<file path="config.mk">
export PLATFORM = sky130hd
export DESIGN_NAME = humidity_sensor_frame_decoder
export DESIGN_NICKNAME = d
export VERILOG_FILES = /design/src/rtl/hsfd_pkg.sv /design/src/rtl/hsfd_capture.sv /design/src/rtl/hsfd_scale.sv /design/src/rtl/hsfd_result.sv /design/src/rtl/humidity_sensor_frame_decoder.sv
export SDC_FILE = /design/constraint.sdc
export NUM_CORES = 1
export LEC_CHECK = 0
export BUFFER_PORTS_ARGS = -buffer_cell sky130_fd_sc_hd__buf_2
export CAP_MARGIN = 20
export CELL_PAD_IN_SITES_DETAIL_PLACEMENT = 0
export CELL_PAD_IN_SITES_GLOBAL_PLACEMENT = 1
export CORE_ASPECT_RATIO = 1.75
export CORE_MARGIN = 10
export CORE_UTILIZATION = 52
export DETAILED_ROUTE_END_ITERATION = 8
export GPL_TIMING_DRIVEN = 0
export PLACE_DENSITY_LB_ADDON = 0.1
export SETUP_SLACK_MARGIN = 0.1
export SLEW_MARGIN = 20
export SYNTH_ARGS = -nofsm -noshare
export SYNTH_HDL_FRONTEND = slang
export SYNTH_HIERARCHICAL = 1
export SYNTH_SLANG_ARGS = --single-unit
</file>
<file path="constraint.sdc">
create_clock -name clk_i -period 7.46 [get_ports clk_i]
set_input_delay 0 -clock clk_i [delete_from_list [all_inputs] [get_ports clk_i]]
set_output_delay 0 -clock clk_i [all_outputs]
set_load 0.03 [all_outputs]
</file>
<file path="src/rtl/hsfd_pkg.sv">
// shared types, constants and crc helper for the humidity sensor frame decoder
package hsfd_pkg;

  localparam logic [7:0] CrcPolyReset = 8'h31;
  localparam logic [7:0] CrcInit      = 8'hFF;
  localparam logic [2:0] LastPos      = 3'd5;
  localparam int unsigned TempScale   = 17500;
  localparam int unsigned HumScale    = 10000;
  localparam int signed   TempOffset  = 4500;

  typedef struct packed {
    logic [7:0] rx_byte;
    logic       frame_start;
  } in_t;

  typedef struct packed {
    logic signed [14:0] temperature_centi;
    logic [13:0]        humidity_centi;
    logic               crc_error;
  } out_t;

  // one complete reply, captured at the sixth byte
  typedef struct packed {
    logic [15:0] raw_t;
    logic [7:0]  crc_t;
    logic [15:0] raw_h;
    logic [7:0]  crc_h;
  } frame_t;

  // partial crc over the high bytes plus the scaled raw words
  typedef struct packed {
    logic [7:0]  rem_t;
    logic [7:0]  lo_t;
    logic [7:0]  crc_t;
    logic [30:0] prod_t;
    logic [7:0]  rem_h;
    logic [7:0]  lo_h;
    logic [7:0]  crc_h;
    logic [29:0] prod_h;
  } mid_t;

  // eight msb-first crc-8 steps over one byte
  function automatic logic [7:0] crc8_byte(input logic [7:0] rem_in,
                                           input logic [7:0] data,
                                           input logic [7:0] poly);
    logic [7:0] r;
    r = rem_in ^ data;
    for (int k = 0; k < 8; k++) begin
      r = r[7] ? ({r[6:0], 1'b0} ^ poly) : {r[6:0], 1'b0};
    end
    return r;
  endfunction

endpackage

</file>
<file path="src/rtl/hsfd_capture.sv">
// byte counter, reply byte store and captured-frame register
module hsfd_capture
  import hsfd_pkg::*;
(
  input  logic   clk_i,
  input  logic   rst_ni,
  input  logic   in_valid_i,
  input  in_t    in_data_i,
  output logic   in_stall_o,
  output logic   frame_valid_o,
  output frame_t frame_o,
  input  logic   frame_ready_i
);

  logic [2:0] pos_q, pos_d;
  logic [2:0] pos_eff;
  logic [7:0] store_q [5];
  logic       frame_valid_q, frame_valid_d;
  frame_t     frame_q;
  logic       ready;
  logic       accept;
  logic       load;

  assign ready      = !frame_valid_q || frame_ready_i;
  assign in_stall_o = !ready;
  assign accept     = in_valid_i && ready;

  // start flag or a stray count restarts at byte 0
  assign pos_eff = (in_data_i.frame_start || pos_q > LastPos) ? 3'd0 : pos_q;
  assign load    = accept && (pos_eff == LastPos);

  always_comb begin
    pos_d = pos_q;
    if (accept) begin
      pos_d = load ? 3'd0 : pos_eff + 3'd1;
    end
    frame_valid_d = load || (frame_valid_q && !frame_ready_i);
  end

  always_ff @(posedge clk_i or negedge rst_ni) begin
    if (!rst_ni) begin
      pos_q         <= 3'd0;
      frame_valid_q <= 1'b0;
    end else begin
      pos_q         <= pos_d;
      frame_valid_q <= frame_valid_d;
    end
  end

  always_ff @(posedge clk_i) begin
    if (accept && !load) begin
      store_q[pos_eff] <= in_data_i.rx_byte;
    end
    if (load) begin
      frame_q.raw_t <= {store_q[0], store_q[1]};
      frame_q.crc_t <= store_q[2];
      frame_q.raw_h <= {store_q[3], store_q[4]};
      frame_q.crc_h <= in_data_i.rx_byte;
    end
  end

  assign frame_valid_o = frame_valid_q;
  assign frame_o       = frame_q;

endmodule

</file>
<file path="src/rtl/hsfd_scale.sv">
// crc over the high bytes and scaling multiplies, one register stage
module hsfd_scale
  import hsfd_pkg::*;
(
  input  logic       clk_i,
  input  logic       rst_ni,
  input  logic [7:0] poly_i,
  input  logic       frame_valid_i,
  input  frame_t     frame_i,
  output logic       frame_ready_o,
  output logic       mid_valid_o,
  output mid_t       mid_o,
  input  logic       mid_ready_i
);

  logic mid_valid_q, mid_valid_d;
  mid_t mid_q, mid_d;
  logic ready;
  logic load;

  assign ready         = !mid_valid_q || mid_ready_i;
  assign frame_ready_o = ready;
  assign load          = frame_valid_i && ready;

  always_comb begin
    mid_d.rem_t  = crc8_byte(CrcInit, frame_i.raw_t[15:8], poly_i);
    mid_d.lo_t   = frame_i.raw_t[7:0];
    mid_d.crc_t  = frame_i.crc_t;
    mid_d.prod_t = 31'(TempScale) * {15'd0, frame_i.raw_t};
    mid_d.rem_h  = crc8_byte(CrcInit, frame_i.raw_h[15:8], poly_i);
    mid_d.lo_h   = frame_i.raw_h[7:0];
    mid_d.crc_h  = frame_i.crc_h;
    mid_d.prod_h = 30'(HumScale) * {14'd0, frame_i.raw_h};
    mid_valid_d  = load || (mid_valid_q && !mid_ready_i);
  end

  always_ff @(posedge clk_i or negedge rst_ni) begin
    if (!rst_ni) begin
      mid_valid_q <= 1'b0;
    end else begin
      mid_valid_q <= mid_valid_d;
    end
  end

  always_ff @(posedge clk_i) begin
    if (load) begin
      mid_q <= mid_d;
    end
  end

  assign mid_valid_o = mid_valid_q;
  assign mid_o       = mid_q;

endmodule

</file>
<file path="src/rtl/hsfd_result.sv">
// crc finish and compare, divide by 65535, held values and result register
module hsfd_result
  import hsfd_pkg::*;
(
  input  logic       clk_i,
  input  logic       rst_ni,
  input  logic [7:0] poly_i,
  input  logic       mid_valid_i,
  input  mid_t       mid_i,
  output logic       mid_ready_o,
  output logic       out_valid_o,
  output out_t       out_data_o,
  input  logic       out_stall_i
);

  logic               out_valid_q, out_valid_d;
  out_t               res_q, res_d;
  logic               ready;
  logic               load;
  logic [7:0]         fin_t, fin_h;
  logic               err;
  logic [30:0]        sum_t;
  logic [29:0]        sum_h;
  logic signed [15:0] temp_full;

  assign ready       = !out_valid_q || !out_stall_i;
  assign mid_ready_o = ready;
  assign load        = mid_valid_i && ready;

  always_comb begin
    fin_t = crc8_byte(mid_i.rem_t, mid_i.lo_t, poly_i);
    fin_h = crc8_byte(mid_i.rem_h, mid_i.lo_h, poly_i);
    err   = (fin_t != mid_i.crc_t) || (fin_h != mid_i.crc_h);
    // floor(x / 65535) = (x + (x >> 16) + 1) >> 16 over this range
    sum_t = mid_i.prod_t + {16'd0, mid_i.prod_t[30:16]} + 31'd1;
    sum_h = mid_i.prod_h + {16'd0, mid_i.prod_h[29:16]} + 30'd1;
    temp_full = $signed({1'b0, sum_t[30:16]}) - 16'(TempOffset);
    res_d = res_q;
    res_d.crc_error = err;
    if (!err) begin
      res_d.temperature_centi = temp_full[14:0];
      res_d.humidity_centi    = sum_h[29:16];
    end
    out_valid_d = load || (out_valid_q && out_stall_i);
  end

  // the result register doubles as the last good values
  always_ff @(posedge clk_i or negedge rst_ni) begin
    if (!rst_ni) begin
      out_valid_q <= 1'b0;
      res_q       <= '0;
    end else begin
      out_valid_q <= out_valid_d;
      if (load) begin
        res_q <= res_d;
      end
    end
  end

  assign out_valid_o = out_valid_q;
  assign out_data_o  = res_q;

endmodule

</file>
<file path="src/rtl/humidity_sensor_frame_decoder.sv">
// top level of the humidity sensor frame decoder
//
//   channel | direction | handshake            | payload
//   in      | sink      | in_valid_i/in_stall_o | in_t: rx_byte, frame_start
//   out     | source    | out_valid_o/out_stall_i | out_t: temperature, humidity, crc_error
//   cfg     | sink      | cfg_valid_i/cfg_ready_o | crc polynomial, 8 bits
//
// one byte per cycle while in_stall_o is low; the result for the sixth byte of a reply
// is registered in turn by capture, high-byte crc and multiply, and finish
// reset clears the byte count, pipeline valids and held values; polynomial to 0x31
// each stage holds while the one after it is full and stalled, so bytes keep
// flowing into empty stages while a result waits at the output
module humidity_sensor_frame_decoder
  import hsfd_pkg::*;
(
  input  logic       clk_i,
  input  logic       rst_ni,
  input  logic       in_valid_i,
  input  in_t        in_data_i,
  output logic       in_stall_o,
  output logic       out_valid_o,
  output out_t       out_data_o,
  input  logic       out_stall_i,
  input  logic       cfg_valid_i,
  input  logic [7:0] cfg_data_i,
  output logic       cfg_ready_o
);

  logic [7:0] poly_q;
  logic       frame_valid;
  frame_t     frame;
  logic       frame_ready;
  logic       mid_valid;
  mid_t       mid;
  logic       mid_ready;

  assign cfg_ready_o = 1'b1;

  always_ff @(posedge clk_i or negedge rst_ni) begin
    if (!rst_ni) begin
      poly_q <= CrcPolyReset;
    end else if (cfg_valid_i && cfg_ready_o) begin
      poly_q <= cfg_data_i;
    end
  end

  hsfd_capture u_capture (
    .clk_i         (clk_i),
    .rst_ni        (rst_ni),
    .in_valid_i    (in_valid_i),
    .in_data_i     (in_data_i),
    .in_stall_o    (in_stall_o),
    .frame_valid_o (frame_valid),
    .frame_o       (frame),
    .frame_ready_i (frame_ready)
  );

  hsfd_scale u_scale (
    .clk_i         (clk_i),
    .rst_ni        (rst_ni),
    .poly_i        (poly_q),
    .frame_valid_i (frame_valid),
    .frame_i       (frame),
    .frame_ready_o (frame_ready),
    .mid_valid_o   (mid_valid),
    .mid_o         (mid),
    .mid_ready_i   (mid_ready)
  );

  hsfd_result u_result (
    .clk_i       (clk_i),
    .rst_ni      (rst_ni),
    .poly_i      (poly_q),
    .mid_valid_i (mid_valid),
    .mid_i       (mid),
    .mid_ready_o (mid_ready),
    .out_valid_o (out_valid_o),
    .out_data_o  (out_data_o),
    .out_stall_i (out_stall_i)
  );

endmodule
</file>
==> flow_metrics.env <==
export IMPL_dr_pass1_iters=5
export IMPL_start_util_pct=52.3
export IMPL_htreeDepth=1
export IMPL_cp_common_cell="inv_1"
export IMPL_ys_flop_type="edfxtp_1"
export IMPL_placed_area_um2=22300
export IMPL_powerDensity_nw_per_um2=182
export IMPL_pin_count=55
export IMPL_layout_min_cycle_time_ps=6250
export IMPL_wirelength_um=58300
export IMPL_synth_cell_types=118
export IMPL_first_iter_violations=770
export IMPL_yosys_warnings=6
export IMPL_seq_area_frac_synth_pct=31.4
export IMPL_cts_tree="done"
export IMPL_grt_overflow_total=0
export IMPL_cts_setup_buffers=0
export IMPL_portBuffers=52
export IMPL_layout_drive_gt1_share_pct=10.7
export IMPL_grt_start_max_net_pins=57
export IMPL_synth_top_family_by_area="adder cells"
export IMPL_dieHeight_um=288
export IMPL_synth_top_area_share_pct=26.2
export IMPL_layout_setup_ws_ps=1210
export IMPL_tightest_slew_ps=888
export IMPL_die_w_um=173
export IMPL_setup_viol_count_final=0
export IMPL_cp_start_kind="register"
export IMPL_rows=98
export IMPL_maxCapViolations=0
export IMPL_place_worst_setup_slack_ps=1140
export IMPL_rsz0062_at_grt="false"
export IMPL_finalHoldViolCount=0
export IMPL_place_hpwl_um=47000
export IMPL_r2r_setup_slack_ps=1210
export IMPL_synth_top_cell_by_area="edfxtp_1"
export IMPL_gp_congestion=0.913
export IMPL_clockRootBuffer="clkbuf_16"
export IMPL_ir_worst_vdd_mv=0.188
export IMPL_crit_path_top_delay_cell="edfxtp_1"
export IMPL_crit_path_end_kind="register"
export IMPL_numCtsBuffers=24
export IMPL_fin_nets=2498
export IMPL_hp_class="input pin to async pin"
export IMPL_fin_crit_sh_pct=83.8
export IMPL_r2r_start="u_capture/frame_o[41]"
export IMPL_leakagePower_nw=10.4
export IMPL_worstSetupPathType="register to register"
export IMPL_syn_to_final_growth_pct=10.2
export IMPL_relSlewSlack_pct=40.7
export IMPL_crit_required_ps=7810
export IMPL_grt_pass1_vias=16200
export IMPL_synth_area_um2=21300
export IMPL_grt_usage_pct=23.3
export IMPL_crit_arrival_ps=6600
export IMPL_ctsResizeCount=0
export IMPL_reg2regPathDepth=21
export IMPL_wl_per_cell_um=21.1
export IMPL_setup_tns_final_ps=0
export IMPL_outcome="finished, final reports clean"
export IMPL_skew_ps=20.0
export IMPL_synthCells=2082
export IMPL_synth_xor_xnor_area_share_pct=13.7
export IMPL_synth_seq_cells=230
export IMPL_synth_simple_gate_area_share_pct=12.1
export IMPL_core_um2=40700
export IMPL_crit_end="u_scale/mid_o[82]"
export IMPL_crit_chain="ha_1 > inv_1 > fa_1 > inv_1 > ha_1 > fa_1 > inv_1 > fa_1 > inv_1 > ha_1 > a21oi_1 > o21ai_0 > a21o_1 > a21o_1 > a21o_1 > a221o_1 > a31oi_1 > o21ai_0 > a221oi_1 > o21ai_0 > xnor2_1"
export IMPL_fillers=3627
export IMPL_critPathMaxStageDelay_ps=610
export IMPL_slew_violations=0
export IMPL_syn_avg_cell_area_um2=10.2
export IMPL_ant_nets=0
export IMPL_clockBufferDepth=3
export IMPL_max_freq_mhz=160
export IMPL_grt_antenna_before_repair=1
export IMPL_mostFrequentLayoutCells="inv_1 (244), xnor2_1 (207), ha_1 (198)"
export IMPL_synthMuxAreaShare_pct=4.58
export IMPL_final_area_um2=23500
export IMPL_synth_area_leaders="edfxtp_1 (26%), ha_1 (12%), xnor2_1 (8.5%)"
export IMPL_synth_adder_area_share_pct=19.2
export IMPL_crit_start="u_capture/frame_o[41]"
export IMPL_clock_sinks=230
export IMPL_async_reset_ff_share_pct=19.1
export IMPL_critPathMaxFanout=7
export IMPL_grt_pass1_wl_um=91100
export IMPL_vias_per_cell=5.65
export IMPL_clk_latency_ps=550
export IMPL_drc_errors=0
export IMPL_worstReg2RegEnd="u_scale/mid_o[82]"
export IMPL_synth_edf_count=186
export IMPL_dieArea_um2=49700
export IMPL_cts_reportedPaths_clkPinSlew_ps=70
export IMPL_synth_compound_area_share_pct=12.7
export IMPL_final_common_cell="inv_1"
export IMPL_via_count=15600
-- area by class of cell --
class / instances / area [um^2] / area share [%]
diodes: 1 / 2.50 / 0.0107
well taps: 550 / 688 / 2.93
plain buffers: 75 / 394 / 1.68
multi-input cells: 1535 / 13300 / 56.7
clock buffers: 28 / 626 / 2.67
clock inverters: 16 / 199 / 0.848
flip-flops and latches: 230 / 6690 / 28.5
inverters: 247 / 927 / 3.95
repair buffers: 85 / 617 / 2.63
-- cells in the mapped netlist (all sizes together), types with 24 or more instances --
master	count
inv	244
xnor2	216
ha	198
edfxtp	186
nand2	180
nor2	83
fa	80
o21ai	75
a21oi	67
xor2	58
nand3	46
mux2	42
dfrtp	41
nor3	40
clkbuf	39
buf	36
mux2i	35
a21o	31
a211oi	27
o21a	24
-- report_power, final --
part           internal, mW  switching (mW)  leakage (nW)
Clock                 0.715           0.535         0.390
Combinational         0.660           0.900          7.73
Sequential             1.44          0.0256          2.25
Total                  2.82            1.46          10.4
-- flip-flops by register name, indices dropped and copies added, names as in the netlist --
signal and cells:
u_result/out_valid_o 1, u_capture/pos_q 3, u_capture/frame_o 48, u_scale/mid_valid_o 1
u_capture/store_q 40, u_result/out_data_o 30, poly_q 8, u_capture/frame_valid_o 1
u_scale/mid_o 98
-- through the flow --
stage / std cells / utilization (%) / power [mW] / hold slack, ps
CTS: 2766 / 57.6 / 4.30 / 77.9
global placement: 2689 / 54.6 / 3.00 / 233
finish: 2767 / 57.6 / 4.28 / 55.3
global route: 2766 / 57.6 / 4.48 / 84.8
floorplan: 2087 / - / 2.67 / -296
detailed placement: 2693 / 54.9 / 3.02 / 120
-- worst min-delay path by stage --
stage                              from                 endpoint  slack (ps)  depth (start not counted)
after floorplan                  rst_ni                poly_q[1]        -300                          0
after global placement    cfg_data_i[5]                poly_q[5]         230                          2
after detailed placement         rst_ni                poly_q[7]         120                          1
after CTS                        rst_ni  u_result/out_data_o[29]          80                          2
after global routing             rst_ni  u_result/out_data_o[29]          80                          2
final                            rst_ni  u_result/out_data_o[29]          60                          2
-- per-layer routing --
layer / part of all wire, % / GRT usage (%)
met1: 36 / 23.4
met4: 6.2 / 13.8
met3: 3.2 / 2.56
met5: 0 / 0
met2: 54 / 45.3
-- worst max-delay path: cells and delay by family (launching register included) --
family	cells	cell delay, ps
flops	1	610
xor+xnor	1	330
compound gates	10	2360
buf+inv	4	190
fa+ha+maj	6	2560
-- kinds of logic after synthesis --
group / after synthesis
mux: 77
buf+inv: 322
flops: 230
fa+ha+maj: 279
other cells: 2
xor+xnor: 291
compound gates: 372
simple gates: 509
-- repair_timing --
action | CTS | global route
hold endpoints to repair | 117 | 0
hold buffers | 29 | 0
endpoints found under the setup margin | 0 | 0
(Power assumes the default switching activity.)
